[src/hdl/bptc_pkg.sv]
// shared types, constants and the compensation step sequence
package bptc_pkg;

  // field widths and clamp limits
  localparam int unsigned RawW  = 24;
  localparam int unsigned TempW = 15;
  localparam int unsigned PresW = 23;
  localparam int unsigned DiffW = 25;
  localparam int unsigned CalW  = 168;
  localparam int unsigned CfgW  = 64;
  localparam int unsigned HiW   = 40;
  localparam int unsigned IdxW  = 2;

  localparam logic signed [63:0] TempMin = -64'sd4000;
  localparam logic signed [63:0] TempMax = 64'sd8500;
  localparam logic signed [63:0] PresMax = 64'sd8388607;

  // configuration register indexes
  localparam logic [IdxW-1:0] RegCalLo  = 2'd0;
  localparam logic [IdxW-1:0] RegCalMid = 2'd1;
  localparam logic [IdxW-1:0] RegCalHi  = 2'd2;

  // number of steps in the sequence
  localparam int unsigned NumOps = 23;
  localparam int unsigned StepW  = 5;
  localparam logic [StepW-1:0] LastStep = StepW'(NumOps - 1);

  // multiplier operand sources
  typedef enum logic [4:0] {
    SRC_D, SRC_T2S, SRC_T3, SRC_TL, SRC_Y, SRC_TSQ, SRC_TCU, SRC_RP, SRC_RP2,
    SRC_P1S, SRC_P5S, SRC_ONE, SRC_P2M, SRC_P3, SRC_P4, SRC_P6, SRC_P7, SRC_P8,
    SRC_P9, SRC_P10, SRC_P11, SRC_HUNDRED
  } src_e;

  // step result destinations
  typedef enum logic [2:0] {
    DST_TL, DST_Y, DST_TSQ, DST_TCU, DST_RP2, DST_ACC, DST_TMP
  } dst_e;

  typedef struct packed {
    src_e       a;
    src_e       b;
    logic [6:0] shift;
    dst_e       dst;
    logic       add;
  } op_t;

  // word passed from front to back
  typedef struct packed {
    logic signed [DiffW-1:0] d;
    logic [RawW-1:0]         rp;
  } work_t;

  // finished result word
  typedef struct packed {
    logic signed [TempW-1:0] temp;
    logic [PresW-1:0]        pres;
    logic                    clip;
  } result_t;

  // step sequence: product, rounding shift, destination
  function automatic op_t op_rom(logic [StepW-1:0] idx);
    op_t o;
    o = '{a: SRC_ONE, b: SRC_ONE, shift: 7'd0, dst: DST_Y, add: 1'b0};
    case (idx)
      5'd0:  o = '{a: SRC_D,   b: SRC_T2S,     shift: 7'd0,  dst: DST_TL,  add: 1'b0};
      5'd1:  o = '{a: SRC_D,   b: SRC_D,       shift: 7'd0,  dst: DST_Y,   add: 1'b0};
      5'd2:  o = '{a: SRC_Y,   b: SRC_T3,      shift: 7'd0,  dst: DST_TL,  add: 1'b1};
      5'd3:  o = '{a: SRC_TL,  b: SRC_TL,      shift: 7'd56, dst: DST_TSQ, add: 1'b0};
      5'd4:  o = '{a: SRC_TSQ, b: SRC_TL,      shift: 7'd58, dst: DST_TCU, add: 1'b0};
      5'd5:  o = '{a: SRC_RP,  b: SRC_RP,      shift: 7'd0,  dst: DST_RP2, add: 1'b0};
      5'd6:  o = '{a: SRC_RP,  b: SRC_P1S,     shift: 7'd0,  dst: DST_ACC, add: 1'b0};
      5'd7:  o = '{a: SRC_P5S, b: SRC_ONE,     shift: 7'd0,  dst: DST_ACC, add: 1'b1};
      5'd8:  o = '{a: SRC_P6,  b: SRC_TL,      shift: 7'd22, dst: DST_ACC, add: 1'b1};
      5'd9:  o = '{a: SRC_P7,  b: SRC_TSQ,     shift: 7'd16, dst: DST_ACC, add: 1'b1};
      5'd10: o = '{a: SRC_P8,  b: SRC_TCU,     shift: 7'd13, dst: DST_ACC, add: 1'b1};
      5'd11: o = '{a: SRC_RP,  b: SRC_P2M,     shift: 7'd0,  dst: DST_Y,   add: 1'b0};
      5'd12: o = '{a: SRC_Y,   b: SRC_TL,      shift: 7'd45, dst: DST_ACC, add: 1'b1};
      5'd13: o = '{a: SRC_RP,  b: SRC_P3,      shift: 7'd0,  dst: DST_Y,   add: 1'b0};
      5'd14: o = '{a: SRC_Y,   b: SRC_TSQ,     shift: 7'd40, dst: DST_ACC, add: 1'b1};
      5'd15: o = '{a: SRC_RP,  b: SRC_P4,      shift: 7'd0,  dst: DST_Y,   add: 1'b0};
      5'd16: o = '{a: SRC_Y,   b: SRC_TCU,     shift: 7'd35, dst: DST_ACC, add: 1'b1};
      5'd17: o = '{a: SRC_RP2, b: SRC_P9,      shift: 7'd16, dst: DST_ACC, add: 1'b1};
      5'd18: o = '{a: SRC_RP2, b: SRC_P10,     shift: 7'd0,  dst: DST_Y,   add: 1'b0};
      5'd19: o = '{a: SRC_Y,   b: SRC_TL,      shift: 7'd64, dst: DST_ACC, add: 1'b1};
      5'd20: o = '{a: SRC_RP2, b: SRC_P11,     shift: 7'd0,  dst: DST_Y,   add: 1'b0};
      5'd21: o = '{a: SRC_Y,   b: SRC_RP,      shift: 7'd33, dst: DST_ACC, add: 1'b1};
      5'd22: o = '{a: SRC_TL,  b: SRC_HUNDRED, shift: 7'd48, dst: DST_TMP, add: 1'b0};
      default: o = '{a: SRC_ONE, b: SRC_ONE, shift: 7'd0, dst: DST_Y, add: 1'b0};
    endcase
    return o;
  endfunction

endpackage

[src/hdl/bptc_front.sv]
// front end: accepts samples, forms the temperature offset, two-word queue
module bptc_front (
  input  logic                    clk_i,
  input  logic                    rst_ni,
  input  logic                    push,
  output logic                    full,
  input  logic [bptc_pkg::RawW-1:0] raw_temperature_i,
  input  logic [bptc_pkg::RawW-1:0] raw_pressure_i,
  input  logic [15:0]             t1_i,
  output logic                    work_valid_o,
  input  logic                    work_pop_i,
  output bptc_pkg::work_t         work_o
);

  bptc_pkg::work_t mem_q [2];
  logic       wr_ptr_q, rd_ptr_q;
  logic [1:0] cnt_q;
  logic       do_push, do_pop;
  bptc_pkg::work_t wr_word;

  assign full         = (cnt_q == 2'd2);
  assign work_valid_o = (cnt_q != 2'd0);
  assign do_push      = push && !full;
  assign do_pop       = work_pop_i && work_valid_o;
  assign work_o       = mem_q[rd_ptr_q];

  // offset of raw temperature from the calibration point
  always_comb begin
    wr_word.d  = $signed({1'b0, raw_temperature_i}) - $signed({1'b0, t1_i, 8'd0});
    wr_word.rp = raw_pressure_i;
  end

  // queue storage
  always_ff @(posedge clk_i) begin
    if (do_push) begin
      mem_q[wr_ptr_q] <= wr_word;
    end
  end

  // queue pointers and count
  always_ff @(posedge clk_i or negedge rst_ni) begin
    if (!rst_ni) begin
      wr_ptr_q <= 1'b0;
      rd_ptr_q <= 1'b0;
      cnt_q    <= 2'd0;
    end else begin
      if (do_push) wr_ptr_q <= ~wr_ptr_q;
      if (do_pop)  rd_ptr_q <= ~rd_ptr_q;
      cnt_q <= cnt_q + {1'b0, do_push} - {1'b0, do_pop};
    end
  end

endmodule

[config.mk]
export PLATFORM = sky130hd
export DESIGN_NAME = bptc_front
export DESIGN_NICKNAME = d
export VERILOG_FILES = /design/src/hdl/bptc_pkg.sv /design/src/hdl/bptc_front.sv
export SDC_FILE = /design/constraint.sdc
export NUM_CORES = 1
export LEC_CHECK = 0
export BUFFER_PORTS_ARGS = -buffer_cell sky130_fd_sc_hd__buf_2
export CORE_MARGIN = 2
export CORE_UTILIZATION = 23
export CTS_BUF_LIST = sky130_fd_sc_hd__clkbuf_4 sky130_fd_sc_hd__clkbuf_8
export DETAILED_ROUTE_END_ITERATION = 16
export PLACE_DENSITY_LB_ADDON = 0.3
export SLEW_MARGIN = 25
export SYNTH_ARGS = -nofsm -noshare
export SYNTH_HDL_FRONTEND = slang
export SYNTH_SLANG_ARGS = --single-unit
export TNS_END_PERCENT = 1
[constraint.sdc]
create_clock -name clk_i -period 4.5 [get_ports clk_i]
set_input_delay 0.675 -clock clk_i [delete_from_list [all_inputs] [get_ports clk_i]]
set_output_delay 0.675 -clock clk_i [all_outputs]
set_load 0.01 [all_outputs]
==> impl_metrics.env <==
export IMPL_fmax_mhz=346
export IMPL_fin_crit_ns=2.89
export IMPL_core_area_um2=19600
export IMPL_crit_path_max_incr_delay_ns=0.93
export IMPL_synth_top_area_share_pct=63.6
export IMPL_combPwrFrac_pct=33.4
export IMPL_synth_simple_area_share_pct=4.68
export IMPL_avgSynthCellArea_um2=15.3
export IMPL_synthCells=302
export IMPL_die_area_um2=21300
export IMPL_synthMuxAreaShare_pct=11.9
export IMPL_crit_arrival_ns=2.22
export IMPL_synth_edf_count=98
export IMPL_hold_viol=0
export IMPL_max_cap_violations=0
export IMPL_synth_area_um2=4630
export IMPL_ys_seq_area_share_pct=65.8
export IMPL_via_count=2850
export IMPL_crit_type="reg -> out"
export IMPL_synth_main_ff_cell="edfxtp_1"
export IMPL_wl_per_cell_um=13.9
export IMPL_final_cell_count_no_fill=697
export IMPL_ff2ff_setup_slack_ns=2.41
export IMPL_fill_cells=2015
export IMPL_worstPathRequired_ns=3.83
export IMPL_area_growth_pct=25.0
export IMPL_crit_fanout=36
export IMPL_yosys_area_share_xor_xnor_pct=2.84
export IMPL_pin_count=119
export IMPL_die_width_um=146
export IMPL_htreeDepth=3
export IMPL_clk_pin_slew_worst_paths_ns=0.08
export IMPL_grtUsageTotal_pct=9.44
export IMPL_initial_utilization_pct=23.6
export IMPL_p_per_area_nw_per_um2=533
export IMPL_crit_chain="buf_4 -> mux2_2 -> buf_2"
export IMPL_dpl_cell_count=680
export IMPL_hold_class="in -> async"
export IMPL_peakVddDrop_uv=185
export IMPL_grt_pass1_wl_mm=15.9
export IMPL_fin_setup_tns_ns=0
export IMPL_dp_final_hpwl_mm=6.91
export IMPL_tightest_slew_ns=0.857
export IMPL_setup_slack_ns=1.61
export IMPL_endpoint_kind="primary output"
export IMPL_yosys_area_share_adder_pct=5.30
export IMPL_ys_types=46
export IMPL_portBuffers=118
export IMPL_route_detailed_drc=0
export IMPL_ys_top_cells_by_area="edfxtp_1, mux2_2, ha_1"
export IMPL_clk_latency_ns=0.38
export IMPL_m1WireLength_mm=4.38
export IMPL_setup_viol=0
export IMPL_clock_skew_ns=0.0148
export IMPL_ys_warn_count=0
export IMPL_async_reset_ff_share_pct=3.92
export IMPL_fin_crit_sh_pct=64.2
export IMPL_wl_met3_um=406
export IMPL_cts_root_buf="clkbuf_8"
export IMPL_synth_compound_area_share_pct=6.68
export IMPL_antenna_cells=0
export IMPL_sequentialPowerShare_pct=46.6
export IMPL_totalWireLength_mm=9.71
export IMPL_grt_pass1_vias=3077
export IMPL_rsz0062_at_grt="no"
export IMPL_drtIter0Drc=109
export IMPL_switchingPower_uw=958
export IMPL_drv_slew=0
export IMPL_numCtsBuffers=9
export IMPL_rows=51
export IMPL_cp_slowest_cell="dfrtp_2"
export IMPL_top_layer="met4"
export IMPL_post_cts_setup_buffers=0
export IMPL_antenna_found_initial=0
export IMPL_p_int_uw=2120
export IMPL_firstDrtPassIters=4
export IMPL_clock_path_buffers=2
export IMPL_synth_seq_cells=102
export IMPL_place_congestion=0.812
export IMPL_nets=514
export IMPL_cts_resized=0
export IMPL_tritoncts="yes"
export IMPL_slew_headroom_pct=42.8
export IMPL_wl_met2_mm=4.72
export IMPL_power_switching_share_pct=31.1
export IMPL_clockPowerShare_pct=20.0
export IMPL_syn_num_nets=389
export IMPL_start_kind="register"
export IMPL_overflow=0
export IMPL_worst_path_buf_inv=2
export IMPL_ctsHoldBuffers=0
export IMPL_antenna_left=0
export IMPL_cts_sinks=102
export IMPL_die_y_um=146
export IMPL_vias_per_cell=4.09
export IMPL_power_leakage_uw=0.00228
export IMPL_grt_start_max_net_pins=37
export IMPL_drive_gt1_share_pct=44.9
export IMPL_dp_slack_ns=1.71
export IMPL_critPathTopFamily="flip-flops"
export IMPL_status="finished, final reports clean"
export IMPL_synth_top_family_by_area="multiplexers"
export IMPL_synth_largest_area_cell="edfxtp_1"
[worst register-to-register path, cell delays in order, from the launching register on]
cell and delay (ns):
dfrtp_1 0.41, nand2b_1 0.13, nand2_1 0.15, nor2_4 0.56
buf_16 0.24, buf_4 0.30
[cells in the mapped netlist (all sizes together) (2+ instances only)]
library cell / count
buf: 4
inv: 24
clkbuf: 4
dfrtp: 4
o21a: 2
and3: 3
nor3: 2
o221ai: 2
nor2b: 3
nand2b: 3
nand4: 2
o21ai: 5
mux2: 49
ha: 18
a21oi: 15
xnor2: 12
nor2: 9
nand2: 8
a21o: 9
or2: 2
and2: 2
a211oi: 2
edfxtp: 98
xor2: 3
[per-stage QoR]
step | instance area (um^2) | util, % | hold WS [ns] | power, uW
2_1_floorplan | 4630 | - | 0.379 | 2090
3_3_place_gp | 5540 | 28.3 | 0.475 | 2490
3_5_place_dp | 5540 | 28.3 | 0.483 | 2510
4_1_cts | 5750 | 29.4 | 0.0630 | 3130
5_1_grt | 5780 | 29.5 | 0.0666 | 3280
6_report | 5780 | 29.5 | 0.0964 | 3080
[layer usage]
metal  GRT usage (%)  up-vias
li1                -     1383
met4            5.00        0
met1            11.4     1383
met2            15.9       74
met3            1.91       10
met5               0        -
[final cells by class]
cell class	instances	area (um^2)	area share [%]
inverters	24	90.1	1.56
multi-input cells	168	1460	25.3
clock buffers	9	124	2.14
well taps	265	332	5.73
repair buffers	122	641	11.1
clock inverters	7	88.8	1.54
flip-flops and latches	102	3040	52.7
[cells in the final DEF (no fill, tap or decap), drive strengths merged, types with 4 or more instances in the layout]
| master | instances |
|---|---|
| ha | 18 |
| clkinv | 4 |
| nor2 | 9 |
| clkbuf | 9 |
| a21o | 9 |
| a21oi | 15 |
| mux2 | 49 |
| inv | 24 |
| buf | 122 |
| edfxtp | 98 |
| o21ai | 5 |
| dfrtp | 4 |
| nand2 | 8 |
| xnor2 | 12 |
[power groups by stage]
stage / Clock [uW] / Combinational (uW) / Sequential, uW
after global placement: 0 / 1030 / 1460
final: 615 / 1030 / 1440
after CTS: 643 / 1040 / 1450
after floorplan: 0 / 696 / 1390
after detailed placement: 0 / 1030 / 1470
after global routing: 684 / 1130 / 1470
[final timing paths]
check | from | cells past startpoint | endpoint
max | rd_ptr_q | 3 | work_o[42]
min | rst_ni | 1 | wr_ptr_q
max reg2reg | cnt_q[1] | 5 | mem_q[0][22]
min reg2reg | cnt_q[1] | 1 | cnt_q[1]
max in group asynchronous | rst_ni | 1 | rd_ptr_q
min in group clk_i | raw_pressure_i[20] | 1 | mem_q[1][20]
[flip-flops by register name (all words and copies together), names as in the netlist]
signal and cells:
wr_ptr_q 1, rd_ptr_q 1, cnt_q 2, mem_q 98
[cells by family (layout without fill, tap and decap cells)]
family	Yosys count	after routing
buf+inv	32	162
xor+xnor	15	15
compound gates	45	45
flops	102	102
simple gates	40	40
mux	49	49
fa+ha+maj	19	19
Power figures use the tool's default switching activity.
